--- config.mk ---
export PLATFORM = sky130hd
export DESIGN_NAME = source_char_tokenizer_flat
export DESIGN_NICKNAME = d
export VERILOG_FILES = /design/src/hw/rtl/stc_pkg.sv /design/src/hw/rtl/stc_if.sv /design/src/hw/rtl/stc_front.sv /design/src/hw/rtl/stc_fifo.sv /design/src/hw/rtl/stc_back.sv /design/src/hw/rtl/source_char_tokenizer.sv /design/src/flat_wrapper.sv
export SDC_FILE = /design/constraint.sdc
export NUM_CORES = 1
export LEC_CHECK = 0
export BUFFER_PORTS_ARGS = -buffer_cell sky130_fd_sc_hd__buf_2
export CAP_MARGIN = 5
export CORE_MARGIN = 1.5
export CORE_UTILIZATION = 55
export CTS_BUF_LIST = sky130_fd_sc_hd__clkbuf_4 sky130_fd_sc_hd__clkbuf_8 sky130_fd_sc_hd__clkbuf_16
export DETAILED_ROUTE_END_ITERATION = 8
export GPL_ROUTABILITY_DRIVEN = 0
export PLACE_DENSITY = 0.72
export SLEW_MARGIN = 10
export SYNTH_ARGS = -nofsm -noshare
export SYNTH_HDL_FRONTEND = slang
export SYNTH_SLANG_ARGS = --single-unit
export TNS_END_PERCENT = 50
--- constraint.sdc ---
create_clock -name clk -period 5.95 [get_ports clk]
set_input_delay 0.2975 -clock clk [delete_from_list [all_inputs] [get_ports clk]]
set_output_delay 0.2975 -clock clk [all_outputs]
set_load 0.03 [all_outputs]
--- src/hw/rtl/stc_pkg.sv ---
// stc_pkg: shared types and defaults for the source character tokenizer.
// Used by the result channel interface, the front, queue and back modules and the top level.
package stc_pkg;

  localparam int MAX_TOKEN_LEN_DEF = 256;
  localparam int QUEUE_DEPTH_DEF   = 4;

  typedef enum logic [3:0] {
    KIND_NUM   = 4'd0,
    KIND_NAME  = 4'd1,
    KIND_VAR   = 4'd2,
    KIND_STR   = 4'd3,
    KIND_OP    = 4'd4,
    KIND_SEMI  = 4'd5,
    KIND_EQ    = 4'd6,
    KIND_LP    = 4'd7,
    KIND_RP    = 4'd8,
    KIND_COMMA = 4'd9,
    KIND_EOF   = 4'd10,
    KIND_ERR   = 4'd11
  } kind_t;

  // One output beat.
  typedef struct packed {
    logic        is_text_char;
    kind_t       kind;
    logic [7:0]  char_out;
    logic [8:0]  token_length;
    logic [15:0] line_number;
    logic        last;
  } result_t;

  // Everything one input byte produces: one or two results.
  typedef struct packed {
    logic    two;
    result_t res0;
    result_t res1;
  } entry_t;

  typedef struct packed {
    logic full;
    logic empty;
  } q_stat_t;

endpackage

--- src/hw/rtl/stc_if.sv ---
// Valid/ready channel interfaces for the tokenizer input and result streams.
// Depends on stc_pkg for the token kind type.
interface stc_in_if;
  logic       valid;
  logic       ready;
  logic [7:0] ch;
  logic       end_of_input;

  modport source (output valid, ch, end_of_input, input ready);
  modport sink   (input valid, ch, end_of_input, output ready);
endinterface

interface stc_out_if;
  logic           valid;
  logic           ready;
  logic           is_text_char;
  stc_pkg::kind_t kind;
  logic [7:0]     char_out;
  logic [8:0]     token_length;
  logic [15:0]    line_number;
  logic           last;

  modport source (output valid, is_text_char, kind, char_out, token_length, line_number,
                  last, input ready);
  modport sink   (input valid, is_text_char, kind, char_out, token_length, line_number,
                  last, output ready);
endinterface

--- src/hw/rtl/stc_front.sv ---
// stc_front: accepts source bytes, runs the lexer state and builds result entries.
// Depends on stc_pkg and stc_in_if; pushes into stc_fifo.
module stc_front #(
  parameter int MAX_TOKEN_LEN = stc_pkg::MAX_TOKEN_LEN_DEF
) (
  input  logic             clk,
  input  logic             rst_n,
  stc_in_if.sink           in_chan,
  input  stc_pkg::q_stat_t q_stat,
  output logic             push,
  output stc_pkg::entry_t  push_entry
);
  import stc_pkg::*;

  localparam int LEN_W = $clog2(MAX_TOKEN_LEN + 1);

  localparam logic [7:0] CH_QUOTE = 8'h22;
  localparam logic [7:0] CH_SPACE = 8'h20;
  localparam logic [7:0] CH_CR    = 8'h0D;
  localparam logic [7:0] CH_LF    = 8'h0A;
  localparam logic [7:0] CH_PLUS  = 8'h2B;
  localparam logic [7:0] CH_MINUS = 8'h2D;
  localparam logic [7:0] CH_STAR  = 8'h2A;
  localparam logic [7:0] CH_SLASH = 8'h2F;
  localparam logic [7:0] CH_SEMI  = 8'h3B;
  localparam logic [7:0] CH_EQ    = 8'h3D;
  localparam logic [7:0] CH_LP    = 8'h28;
  localparam logic [7:0] CH_RP    = 8'h29;
  localparam logic [7:0] CH_COMMA = 8'h2C;
  localparam logic [7:0] CH_KW_V  = 8'h76;
  localparam logic [7:0] CH_KW_A  = 8'h61;
  localparam logic [7:0] CH_KW_R  = 8'h72;

  typedef enum logic [1:0] {MODE_IDLE, MODE_NUM, MODE_NAME, MODE_STR} mode_t;

  function automatic logic [7:0] kw_char(input logic [1:0] idx);
    logic [7:0] c;
    unique case (idx)
      2'd0:    c = CH_KW_V;
      2'd1:    c = CH_KW_A;
      default: c = CH_KW_R;
    endcase
    return c;
  endfunction

  function automatic result_t make_res(input logic txt, input kind_t k, input logic [7:0] c,
                                       input logic [8:0] len, input logic [15:0] line);
    result_t r;
    r.is_text_char = txt;
    r.kind         = k;
    r.char_out     = c;
    r.token_length = len;
    r.line_number  = line;
    r.last         = 1'b0;
    return r;
  endfunction

  mode_t            mode_r, mode_nxt;
  logic [LEN_W-1:0] len_r, len_nxt;
  logic [1:0]       kwp_r, kwp_nxt;
  logic             kwf_r, kwf_nxt;
  logic [15:0]      line_r, line_nxt;
  logic             halted_r, halted_nxt;

  logic             go;
  logic             is_digit, is_letter, more, too_long, tk_ok;
  logic [LEN_W-1:0] len_inc;
  kind_t            fin_kind;
  result_t          fin_res;

  // start-of-token decode
  logic             st_has, st_lf, st_err;
  result_t          st_res;
  mode_t            st_mode;
  logic [LEN_W-1:0] st_len;
  logic [1:0]       st_kwp;
  logic             st_kwf;

  logic             has0, has1;
  result_t          r0, r1;

  assign in_chan.ready = !q_stat.full;
  assign go            = in_chan.valid && in_chan.ready;

  assign is_digit  = (in_chan.ch >= 8'h30) && (in_chan.ch <= 8'h39);
  assign is_letter = ((in_chan.ch >= 8'h41) && (in_chan.ch <= 8'h5A)) ||
                     ((in_chan.ch >= 8'h61) && (in_chan.ch <= 8'h7A));
  assign more      = (mode_r == MODE_NUM) ? is_digit : is_letter;
  assign too_long  = len_r >= LEN_W'(MAX_TOKEN_LEN);
  assign len_inc   = len_r + LEN_W'(1);
  assign tk_ok     = !kwf_r && (len_r < LEN_W'(3)) && (LEN_W'(kwp_r) == len_r) &&
                     (in_chan.ch == kw_char(len_r[1:0]));

  always_comb begin
    if (mode_r == MODE_NAME) begin
      fin_kind = (!kwf_r && kwp_r == 2'd3) ? KIND_VAR : KIND_NAME;
    end else if (mode_r == MODE_STR) begin
      fin_kind = KIND_STR;
    end else begin
      fin_kind = KIND_NUM;
    end
  end

  assign fin_res = make_res(1'b0, fin_kind, 8'h00, 9'(len_r), line_r);

  always_comb begin
    st_has  = 1'b0;
    st_lf   = 1'b0;
    st_err  = 1'b0;
    st_res  = make_res(1'b0, KIND_ERR, in_chan.ch, 9'd0, line_r);
    st_mode = MODE_IDLE;
    st_len  = '0;
    st_kwp  = 2'd0;
    st_kwf  = 1'b0;
    if (is_digit) begin
      st_has  = 1'b1;
      st_mode = MODE_NUM;
      st_len  = LEN_W'(1);
      st_res  = make_res(1'b1, KIND_NUM, in_chan.ch, 9'd1, line_r);
    end else if (is_letter) begin
      st_has  = 1'b1;
      st_mode = MODE_NAME;
      st_len  = LEN_W'(1);
      if (in_chan.ch == CH_KW_V) begin
        st_kwp = 2'd1;
      end else begin
        st_kwf = 1'b1;
      end
      st_res  = make_res(1'b1, KIND_NAME, in_chan.ch, 9'd1, line_r);
    end else begin
      unique case (in_chan.ch)
        CH_QUOTE: st_mode = MODE_STR;
        CH_SPACE, CH_CR: ;
        CH_LF: st_lf = 1'b1;
        CH_PLUS, CH_MINUS, CH_STAR, CH_SLASH: begin
          st_has = 1'b1;
          st_res = make_res(1'b0, KIND_OP, in_chan.ch, 9'd1, line_r);
        end
        CH_SEMI: begin
          st_has = 1'b1;
          st_res = make_res(1'b0, KIND_SEMI, in_chan.ch, 9'd1, line_r);
        end
        CH_EQ: begin
          st_has = 1'b1;
          st_res = make_res(1'b0, KIND_EQ, in_chan.ch, 9'd1, line_r);
        end
        CH_LP: begin
          st_has = 1'b1;
          st_res = make_res(1'b0, KIND_LP, in_chan.ch, 9'd1, line_r);
        end
        CH_RP: begin
          st_has = 1'b1;
          st_res = make_res(1'b0, KIND_RP, in_chan.ch, 9'd1, line_r);
        end
        CH_COMMA: begin
          st_has = 1'b1;
          st_res = make_res(1'b0, KIND_COMMA, in_chan.ch, 9'd1, line_r);
        end
        default: begin
          st_has = 1'b1;
          st_err = 1'b1;
        end
      endcase
    end
  end

  always_comb begin
    mode_nxt   = mode_r;
    len_nxt    = len_r;
    kwp_nxt    = kwp_r;
    kwf_nxt    = kwf_r;
    line_nxt   = line_r;
    halted_nxt = halted_r;
    has0       = 1'b0;
    has1       = 1'b0;
    r0         = fin_res;
    r1         = st_res;

    if (go && !halted_r) begin
      if (in_chan.end_of_input) begin
        if (mode_r == MODE_STR) begin
          has0       = 1'b1;
          r0         = make_res(1'b0, KIND_ERR, 8'h00, 9'd0, line_r);
          halted_nxt = 1'b1;
        end else begin
          has0 = 1'b1;
          if (mode_r != MODE_IDLE) begin
            has1 = 1'b1;
            r1   = make_res(1'b0, KIND_EOF, 8'h00, 9'd0, line_r);
          end else begin
            r0   = make_res(1'b0, KIND_EOF, 8'h00, 9'd0, line_r);
          end
          mode_nxt = MODE_IDLE;
          len_nxt  = '0;
          kwp_nxt  = 2'd0;
          kwf_nxt  = 1'b0;
        end
      end else begin
        unique case (mode_r)
          MODE_NUM, MODE_NAME: begin
            if (more) begin
              has0 = 1'b1;
              if (too_long) begin
                r0         = make_res(1'b0, KIND_ERR, in_chan.ch, 9'd0, line_r);
                halted_nxt = 1'b1;
              end else begin
                if (mode_r == MODE_NAME) begin
                  if (tk_ok) begin
                    kwp_nxt = kwp_r + 2'd1;
                  end else begin
                    kwf_nxt = 1'b1;
                  end
                end
                len_nxt = len_inc;
                r0      = make_res(1'b1, (mode_r == MODE_NUM) ? KIND_NUM : KIND_NAME,
                                   in_chan.ch, 9'(len_inc), line_r);
              end
            end else begin
              // token closed by this byte: record first, then the byte starts afresh
              has0       = 1'b1;
              has1       = st_has;
              mode_nxt   = st_mode;
              len_nxt    = st_len;
              kwp_nxt    = st_kwp;
              kwf_nxt    = st_kwf;
              halted_nxt = st_err;
              if (st_lf && line_r != 16'hFFFF) begin
                line_nxt = line_r + 16'd1;
              end
            end
          end
          MODE_STR: begin
            has0 = 1'b1;
            if (in_chan.ch == CH_QUOTE) begin
              mode_nxt = MODE_IDLE;
              len_nxt  = '0;
              kwp_nxt  = 2'd0;
              kwf_nxt  = 1'b0;
            end else if (too_long) begin
              r0         = make_res(1'b0, KIND_ERR, in_chan.ch, 9'd0, line_r);
              halted_nxt = 1'b1;
            end else begin
              len_nxt = len_inc;
              r0      = make_res(1'b1, KIND_STR, in_chan.ch, 9'(len_inc), line_r);
            end
          end
          default: begin
            has0       = st_has;
            r0         = st_res;
            mode_nxt   = st_mode;
            len_nxt    = st_len;
            kwp_nxt    = st_kwp;
            kwf_nxt    = st_kwf;
            halted_nxt = st_err;
            if (st_lf && line_r != 16'hFFFF) begin
              line_nxt = line_r + 16'd1;
            end
          end
        endcase
      end
    end
  end

  always_comb begin
    push            = has0;
    push_entry.two  = has1;
    push_entry.res0 = r0;
    push_entry.res1 = r1;
    push_entry.res0.last = !has1;
    push_entry.res1.last = 1'b1;
  end

  always_ff @(posedge clk) begin
    if (!rst_n) begin
      mode_r   <= MODE_IDLE;
      len_r    <= '0;
      kwp_r    <= 2'd0;
      kwf_r    <= 1'b0;
      line_r   <= 16'd1;
      halted_r <= 1'b0;
    end else begin
      mode_r   <= mode_nxt;
      len_r    <= len_nxt;
      kwp_r    <= kwp_nxt;
      kwf_r    <= kwf_nxt;
      line_r   <= line_nxt;
      halted_r <= halted_nxt;
    end
  end

endmodule

--- src/hw/rtl/stc_fifo.sv ---
// stc_fifo: short queue of result entries between front and back.
// Depends on stc_pkg.
module stc_fifo #(
  parameter int DEPTH = stc_pkg::QUEUE_DEPTH_DEF
) (
  input  logic             clk,
  input  logic             rst_n,
  input  logic             push,
  input  stc_pkg::entry_t  push_entry,
  input  logic             pop,
  output stc_pkg::entry_t  head,
  output stc_pkg::q_stat_t q_stat
);
  import stc_pkg::*;

  localparam int PTR_W = $clog2(DEPTH);
  localparam int CNT_W = $clog2(DEPTH + 1);

  entry_t           mem_r [DEPTH];
  logic [PTR_W-1:0] wr_ptr_r, rd_ptr_r;
  logic [CNT_W-1:0] cnt_r;

  assign head         = mem_r[rd_ptr_r];
  assign q_stat.full  = cnt_r == CNT_W'(DEPTH);
  assign q_stat.empty = cnt_r == '0;

  always_ff @(posedge clk) begin
    if (push) begin
      mem_r[wr_ptr_r] <= push_entry;
    end
  end

  always_ff @(posedge clk) begin
    if (!rst_n) begin
      wr_ptr_r <= '0;
      rd_ptr_r <= '0;
      cnt_r    <= '0;
    end else begin
      if (push) begin
        wr_ptr_r <= (wr_ptr_r == PTR_W'(DEPTH - 1)) ? '0 : wr_ptr_r + PTR_W'(1);
      end
      if (pop) begin
        rd_ptr_r <= (rd_ptr_r == PTR_W'(DEPTH - 1)) ? '0 : rd_ptr_r + PTR_W'(1);
      end
      if (push && !pop) begin
        cnt_r <= cnt_r + CNT_W'(1);
      end else if (pop && !push) begin
        cnt_r <= cnt_r - CNT_W'(1);
      end
    end
  end

endmodule

--- src/hw/rtl/stc_back.sv ---
// stc_back: splits queued entries into single result beats and holds the output register.
// Depends on stc_pkg and stc_out_if; pops stc_fifo.
module stc_back (
  input  logic             clk,
  input  logic             rst_n,
  input  stc_pkg::q_stat_t q_stat,
  input  stc_pkg::entry_t  head,
  output logic             pop,
  stc_out_if.source        out_chan
);
  import stc_pkg::*;

  logic    out_valid_r, out_valid_nxt;
  result_t out_data_r, out_data_nxt;
  logic    sel_r, sel_nxt;
  logic    load;

  assign load = (!out_valid_r || out_chan.ready) && !q_stat.empty;

  always_comb begin
    out_valid_nxt = out_valid_r;
    out_data_nxt  = out_data_r;
    sel_nxt       = sel_r;
    pop           = 1'b0;
    if (out_valid_r && out_chan.ready) begin
      out_valid_nxt = 1'b0;
    end
    if (load) begin
      out_valid_nxt = 1'b1;
      out_data_nxt  = sel_r ? head.res1 : head.res0;
      if (!sel_r && head.two) begin
        sel_nxt = 1'b1;
      end else begin
        sel_nxt = 1'b0;
        pop     = 1'b1;
      end
    end
  end

  always_ff @(posedge clk) begin
    out_data_r <= out_data_nxt;
    if (!rst_n) begin
      out_valid_r <= 1'b0;
      sel_r       <= 1'b0;
    end else begin
      out_valid_r <= out_valid_nxt;
      sel_r       <= sel_nxt;
    end
  end

  assign out_chan.valid        = out_valid_r;
  assign out_chan.is_text_char = out_data_r.is_text_char;
  assign out_chan.kind         = out_data_r.kind;
  assign out_chan.char_out     = out_data_r.char_out;
  assign out_chan.token_length = out_data_r.token_length;
  assign out_chan.line_number  = out_data_r.line_number;
  assign out_chan.last         = out_data_r.last;

endmodule

--- src/hw/rtl/source_char_tokenizer.sv ---
// source_char_tokenizer: streaming lexer top level.
// Depends on stc_pkg, stc_if, stc_front, stc_fifo and stc_back.
//
// Takes one source byte per beat and emits token beats: every character of a
// number, name or string as it arrives, then a record with the token kind and
// length; single-character punctuation gives one record; end of input gives an
// eof record after any pending token. A byte that both closes a token and
// starts another (or an end of input after a pending token) yields two result
// beats, which the back end sends one after the other. The front and back are
// parted by a QUEUE_DEPTH-entry queue, so input runs at one byte per cycle
// until the queue fills; in_chan.ready drops only while it is full. An input
// beat's first result is registered in the queue and then in the output
// register. An error record (bad byte, token over MAX_TOKEN_LEN, or end of
// input inside a string) halts the block: later bytes are still taken but give
// no results until reset.
module source_char_tokenizer #(
  parameter int MAX_TOKEN_LEN = stc_pkg::MAX_TOKEN_LEN_DEF,
  parameter int QUEUE_DEPTH   = stc_pkg::QUEUE_DEPTH_DEF
) (
  input logic       clk,
  input logic       rst_n,
  stc_in_if.sink    in_chan,
  stc_out_if.source out_chan
);
  import stc_pkg::*;

  // front -> queue
  logic    push;
  entry_t  push_entry;
  // queue -> back
  logic    pop;
  entry_t  head;
  q_stat_t q_stat;

  stc_front #(
    .MAX_TOKEN_LEN(MAX_TOKEN_LEN)
  ) u_front (
    .clk       (clk),
    .rst_n     (rst_n),
    .in_chan   (in_chan),
    .q_stat    (q_stat),
    .push      (push),
    .push_entry(push_entry)
  );

  stc_fifo #(
    .DEPTH(QUEUE_DEPTH)
  ) u_fifo (
    .clk       (clk),
    .rst_n     (rst_n),
    .push      (push),
    .push_entry(push_entry),
    .pop       (pop),
    .head      (head),
    .q_stat    (q_stat)
  );

  stc_back u_back (
    .clk     (clk),
    .rst_n   (rst_n),
    .q_stat  (q_stat),
    .head    (head),
    .pop     (pop),
    .out_chan(out_chan)
  );

`ifndef NO_ASSERTIONS
  // Once the error beat leaves, the block stays silent until reset.
  a_err_silent: assert property (@(posedge clk) disable iff (!rst_n)
    (out_chan.valid && out_chan.ready && out_chan.kind == KIND_ERR) |=> !out_chan.valid)
    else $error("result beat after error");

  // Error is always the closing beat of its byte.
  a_err_last: assert property (@(posedge clk) disable iff (!rst_n)
    (out_chan.valid && out_chan.kind == KIND_ERR) |-> out_chan.last)
    else $error("error beat without last");

  // Text beats belong to a number, name or string and carry a running length.
  a_text_kind: assert property (@(posedge clk) disable iff (!rst_n)
    (out_chan.valid && out_chan.is_text_char) |->
      ((out_chan.kind == KIND_NUM || out_chan.kind == KIND_NAME ||
        out_chan.kind == KIND_STR) && out_chan.token_length != 9'd0))
    else $error("bad text beat");

  // Backpressure on input only while results are waiting at the output.
  a_stall_has_out: assert property (@(posedge clk) disable iff (!rst_n)
    !in_chan.ready |-> out_chan.valid)
    else $error("input stalled with no output pending");
`endif

endmodule
--- src/flat_wrapper.sv ---
// flat-port wrapper written by rule: the top's interface ports become plain ports
module source_char_tokenizer_flat import stc_pkg::*;
#(
  parameter int MAX_TOKEN_LEN = stc_pkg::MAX_TOKEN_LEN_DEF,
  parameter int QUEUE_DEPTH   = stc_pkg::QUEUE_DEPTH_DEF
)
  (clk, rst_n, in_chan_valid, in_chan_ch, in_chan_end_of_input, in_chan_ready, out_chan_valid, out_chan_is_text_char, out_chan_kind, out_chan_char_out, out_chan_token_length, out_chan_line_number, out_chan_last, out_chan_ready);
  stc_in_if in_chan_i ();
  stc_out_if out_chan_i ();
  input logic clk;
  input logic rst_n;
  input wire logic [$bits(in_chan_i.valid)-1:0] in_chan_valid;
  input wire logic [$bits(in_chan_i.ch)-1:0] in_chan_ch;
  input wire logic [$bits(in_chan_i.end_of_input)-1:0] in_chan_end_of_input;
  output wire logic [$bits(in_chan_i.ready)-1:0] in_chan_ready;
  output wire logic [$bits(out_chan_i.valid)-1:0] out_chan_valid;
  output wire logic [$bits(out_chan_i.is_text_char)-1:0] out_chan_is_text_char;
  output wire logic [$bits(out_chan_i.kind)-1:0] out_chan_kind;
  output wire logic [$bits(out_chan_i.char_out)-1:0] out_chan_char_out;
  output wire logic [$bits(out_chan_i.token_length)-1:0] out_chan_token_length;
  output wire logic [$bits(out_chan_i.line_number)-1:0] out_chan_line_number;
  output wire logic [$bits(out_chan_i.last)-1:0] out_chan_last;
  input wire logic [$bits(out_chan_i.ready)-1:0] out_chan_ready;
  assign in_chan_i.valid = in_chan_valid;
  assign in_chan_i.ch = in_chan_ch;
  assign in_chan_i.end_of_input = in_chan_end_of_input;
  assign in_chan_ready = in_chan_i.ready;
  assign out_chan_valid = out_chan_i.valid;
  assign out_chan_is_text_char = out_chan_i.is_text_char;
  assign out_chan_kind = out_chan_i.kind;
  assign out_chan_char_out = out_chan_i.char_out;
  assign out_chan_token_length = out_chan_i.token_length;
  assign out_chan_line_number = out_chan_i.line_number;
  assign out_chan_last = out_chan_i.last;
  assign out_chan_i.ready = out_chan_ready;
  source_char_tokenizer #(.MAX_TOKEN_LEN(MAX_TOKEN_LEN), .QUEUE_DEPTH(QUEUE_DEPTH)) u_core (.clk(clk), .rst_n(rst_n), .in_chan(in_chan_i), .out_chan(out_chan_i));
endmodule
==> impl_results.md <==
* Status: complete, no violations
* Total GRT Usage at 20.2%
* Worst IR Drop VDD at 0.000208 V
* CTS sink cnt at 297
* Mean Syn Cell Area at 14.9 µm²
* CTS clock-pin slew for the worst setup and hold paths at 0.06 ns
* Power Density at 434 mW/mm²
* Clock Power Share at 31.2%
* CTS tree: yes
* Worst path most repeated cell: inv_1
* Fin. Hold Viols at 0
* Area fraction of the dominant cell type after synthesis at 61.1%
* Die width at 154 µm
* Final number of setup-violating endpoints at 0
* Clk_skew at 0.0174 ns
* CTS resizes at 0
* Slowest stage delay, CP at 0.87 ns
* Initial core utilization at 55.7%
* Layout fillers at 1631
* Required @ worst endpoint at 6.27 ns
* Worst slew pin tran at 1.08 ns
* Die ar. at 0.0237 mm²
* Relative slew slack at 27.5%
* Later-pin clock latency in the skew report at 0.54 ns
* Setup TNS at 0 ns
* Cell taking the most area after synthesis: edfxtp_1
* Synth Register Bits at 297
* Nets at 917
* Worst Reg2Reg Path Length in Cells at 7
* Largest net degree at the start of global routing at 55
* Post-synth EDFFs at 255
* Commonest non-fill, non-tap cells in the layout: edfxtp_1 (255), nand2_1 (83), mux4_2 (54), buf_2 (53), nor2_1 (49)
* Final period util at 53.2%
* Minimum clock period at 3.17 ns
* Routed wire length per instance at 19.6 µm
* Cell area after synthesis at 0.0125 mm²
* Max Fanout on Critical Path at 11
* Worst r2r dst: u_core.u_fifo.mem_r[2][60]
* Share of synthesized registers carrying an async set or reset at 0%
* Starting DRC count in detailed routing at 571
* Drt pass-1 iters at 5
* Vias per cell at 5.95
* Netlist cell types at 69
* Critical path class: flop to flop
* Max Slew Vio Count at 0
* CP arrival at 3.48 ns
* Worst hold stages at 4
* Vias post-DR at 7104
* Std cell rows at 55
* Post-route DRC at 0
* Mapped Nets at 871
* Layout cell share with drive strength beyond 1 at 20.4%
* Net switching power at 1750 µW
* Area grow syn2layout at 12.3%
* Max Cap Violations at 0
* Clk root buf: clkbuf_16
* Die Y at 154 µm
* Clock buffer depth at 3
* Maximum clock frequency at 316 MHz
* Comb power frac at 23.5%
* Ranking of synthesized cells by area: edfxtp_1 (61%), mux4_2 (9.7%), dfxtp_1 (6.7%)
* YS warnings at 0
* Worst path slowest cell: nor3_1
* Core area at 0.0225 mm²
* Leak at 0.00470 µW
* Worst path top cell family by delay: compound AO/OA/AOI/OAI gates
* CP Cell Sequence: inv_1 > ha_1 > inv_1 > o311a_4 > nor3_1 > a21oi_1 > o21ai_0
* H-tree depth at 1
* Pint at 4360 µW
* Sequential-to-total area share from yosys stat at 67.8%
* CP bufs+invs at 2
* # IOs at 54
* Mapped Cells at 839
* Synth Flop Type: edfxtp_1
* RSZ-0062 raised after global routing: no
* Seq pwr share at 45.2%
* Vias in the first global route at 6865
* Placed Instance Area at 0.0131 mm²
* Fin area at 0.0141 mm²
* Initial antenna violation count at 0
* Hold path startpoint: out_chan_ready
* Post-DP HPWL at 14500 µm
* GRT overflow at 0
* First-pass GRT wire length at 37400 µm
* Critical R2R Launch: u_core.u_front.mode_r[1]
* R2r setup slk at 2.78 ns
* Post-CTS Hold Buffers at 0
* WHS Endpoint: u_core.u_back.out_chan.valid
* Worst setup EP type: flop
* Most common cell after layout, fill and taps aside: edfxtp_1
* CTS buffer count at 30
* Postcts setup bufs at 0
* Worst Hold Class: input pin to flop
* Final wirelength at 23500 µm
* ANT nets after route at 0
* Crit start category: flop
* Switching share of power at 28.6%
* Antenna fix cells at 0
* Buffers on Ports at 53
[kinds of logic after synthesis]
kind of cell / synth area share (%)
compound gates: 6.08
mux: 10.8
buf+inv: 2.23
simple gates: 10.1
xor+xnor: 0.908
fa+ha+maj: 2.04
flops: 67.8
[state kept, by name (all words and copies together), names as in the netlist, named ones only]
register                             flops
u_core.u_back.out_chan.char_out          8
u_core.u_back.out_chan.is_text_char      1
u_core.u_back.out_chan.kind              4
u_core.u_back.out_chan.last              1
u_core.u_back.out_chan.line_number      16
u_core.u_back.out_chan.token_length      9
u_core.u_back.out_chan.valid             1
u_core.u_back.sel_r                      1
u_core.u_fifo.cnt_r                      3
u_core.u_fifo.mem_r                    216
u_core.u_fifo.rd_ptr_r                   2
u_core.u_fifo.wr_ptr_r                   2
u_core.u_front.halted_r                  1
u_core.u_front.kwf_r                     1
u_core.u_front.kwp_r                     2
u_core.u_front.len_r                     9
u_core.u_front.line_r                   16
u_core.u_front.mode_r                    2
[stage by stage]
stage	power (µW)	util (%)	hold slack (ns)	instances	worst slack (ns)
6_report	6100	62.6	0.0508	1194	2.78
3_5_place_dp	4270	58.0	0.478	1138	2.86
2_1_floorplan	3880	-	0.446	839	1.95
3_3_place_gp	4240	58.0	0.469	1138	2.93
5_1_grt	6360	62.6	0.0742	1194	2.55
4_1_cts	6170	62.6	0.0357	1194	2.86
[layout make-up]
type	count	area, µm²	share of cell area, %
repair buffers	59	310	2.20
clock inverters	18	193	1.37
clock buffers	38	828	5.88
multi-input cells	470	3780	26.9
well taps	285	357	2.53
flip-flops and latches	297	8500	60.4
inverters	27	101	0.720
[Yosys cell counts, types with 3 or more instances]
master / n
edfxtp_1: 255
nand2_1: 83
mux4_2: 54
nor2_1: 49
dfxtp_1: 42
a21oi_1: 34
clkbuf_1: 34
inv_1: 26
o21ai_0: 25
and2_1: 24
nand3_1: 22
ha_1: 18
nor3_1: 17
mux2i_1: 12
xnor2_1: 10
or3_1: 9
o21a_1: 8
a31oi_1: 7
nand4_1: 7
buf_1: 6
nand3b_1: 5
nor4_1: 5
o211ai_1: 5
or4_1: 5
a311oi_1: 4
and3_1: 4
buf_2: 4
nand2b_1: 4
a211o_1: 3
a211oi_1: 3
o221ai_1: 3
o22ai_1: 3
o311ai_0: 3
or2_2: 3
xor2_1: 3
[worst max-delay path by stage]
stage / startpoint / end / slack, ns / cells past startpoint
after floorplan: u_core.u_fifo.cnt_r[0] / u_core.u_fifo.cnt_r[2] / 1.95 / 10
after global placement: in_chan_ch[4] / u_core.u_fifo.mem_r[0][73] / 2.93 / 7
after detailed placement: u_core.u_front.mode_r[0] / u_core.u_fifo.mem_r[3][61] / 2.86 / 7
after CTS: u_core.u_front.mode_r[1] / u_core.u_fifo.mem_r[0][60] / 2.86 / 7
after global routing: u_core.u_front.mode_r[1] / u_core.u_fifo.mem_r[2][61] / 2.55 / 7
final: u_core.u_front.mode_r[1] / u_core.u_fifo.mem_r[2][60] / 2.78 / 7
[routing by layer]
metal	up-vias	GRT usage, %	part of all wire (%)
met1	3521	28.8	44
met4	0	5.64	1.8
met5	-	0	0
met2	211	33.0	49
met3	36	2.79	5.2
li1	3336	-	-
[worst register-to-register path: stages (launching register included)]
cell and delay [ns]:
dfxtp_1 0.38, inv_1 0.11, ha_1 0.49, inv_1 0.17, o311a_4 0.40, nor3_1 0.87
a21oi_1 0.14, o21ai_0 0.37
[power groups by stage]
stage                     registers, µW  logic, µW  clock network, µW
after floorplan                    3070        810                  0
after global placement             2800       1440                  0
after detailed placement           2810       1460                  0
after CTS                          2770       1460               1930
after global routing               2790       1560               2010
final                              2760       1440               1910
(Power assumes the default switching activity.)
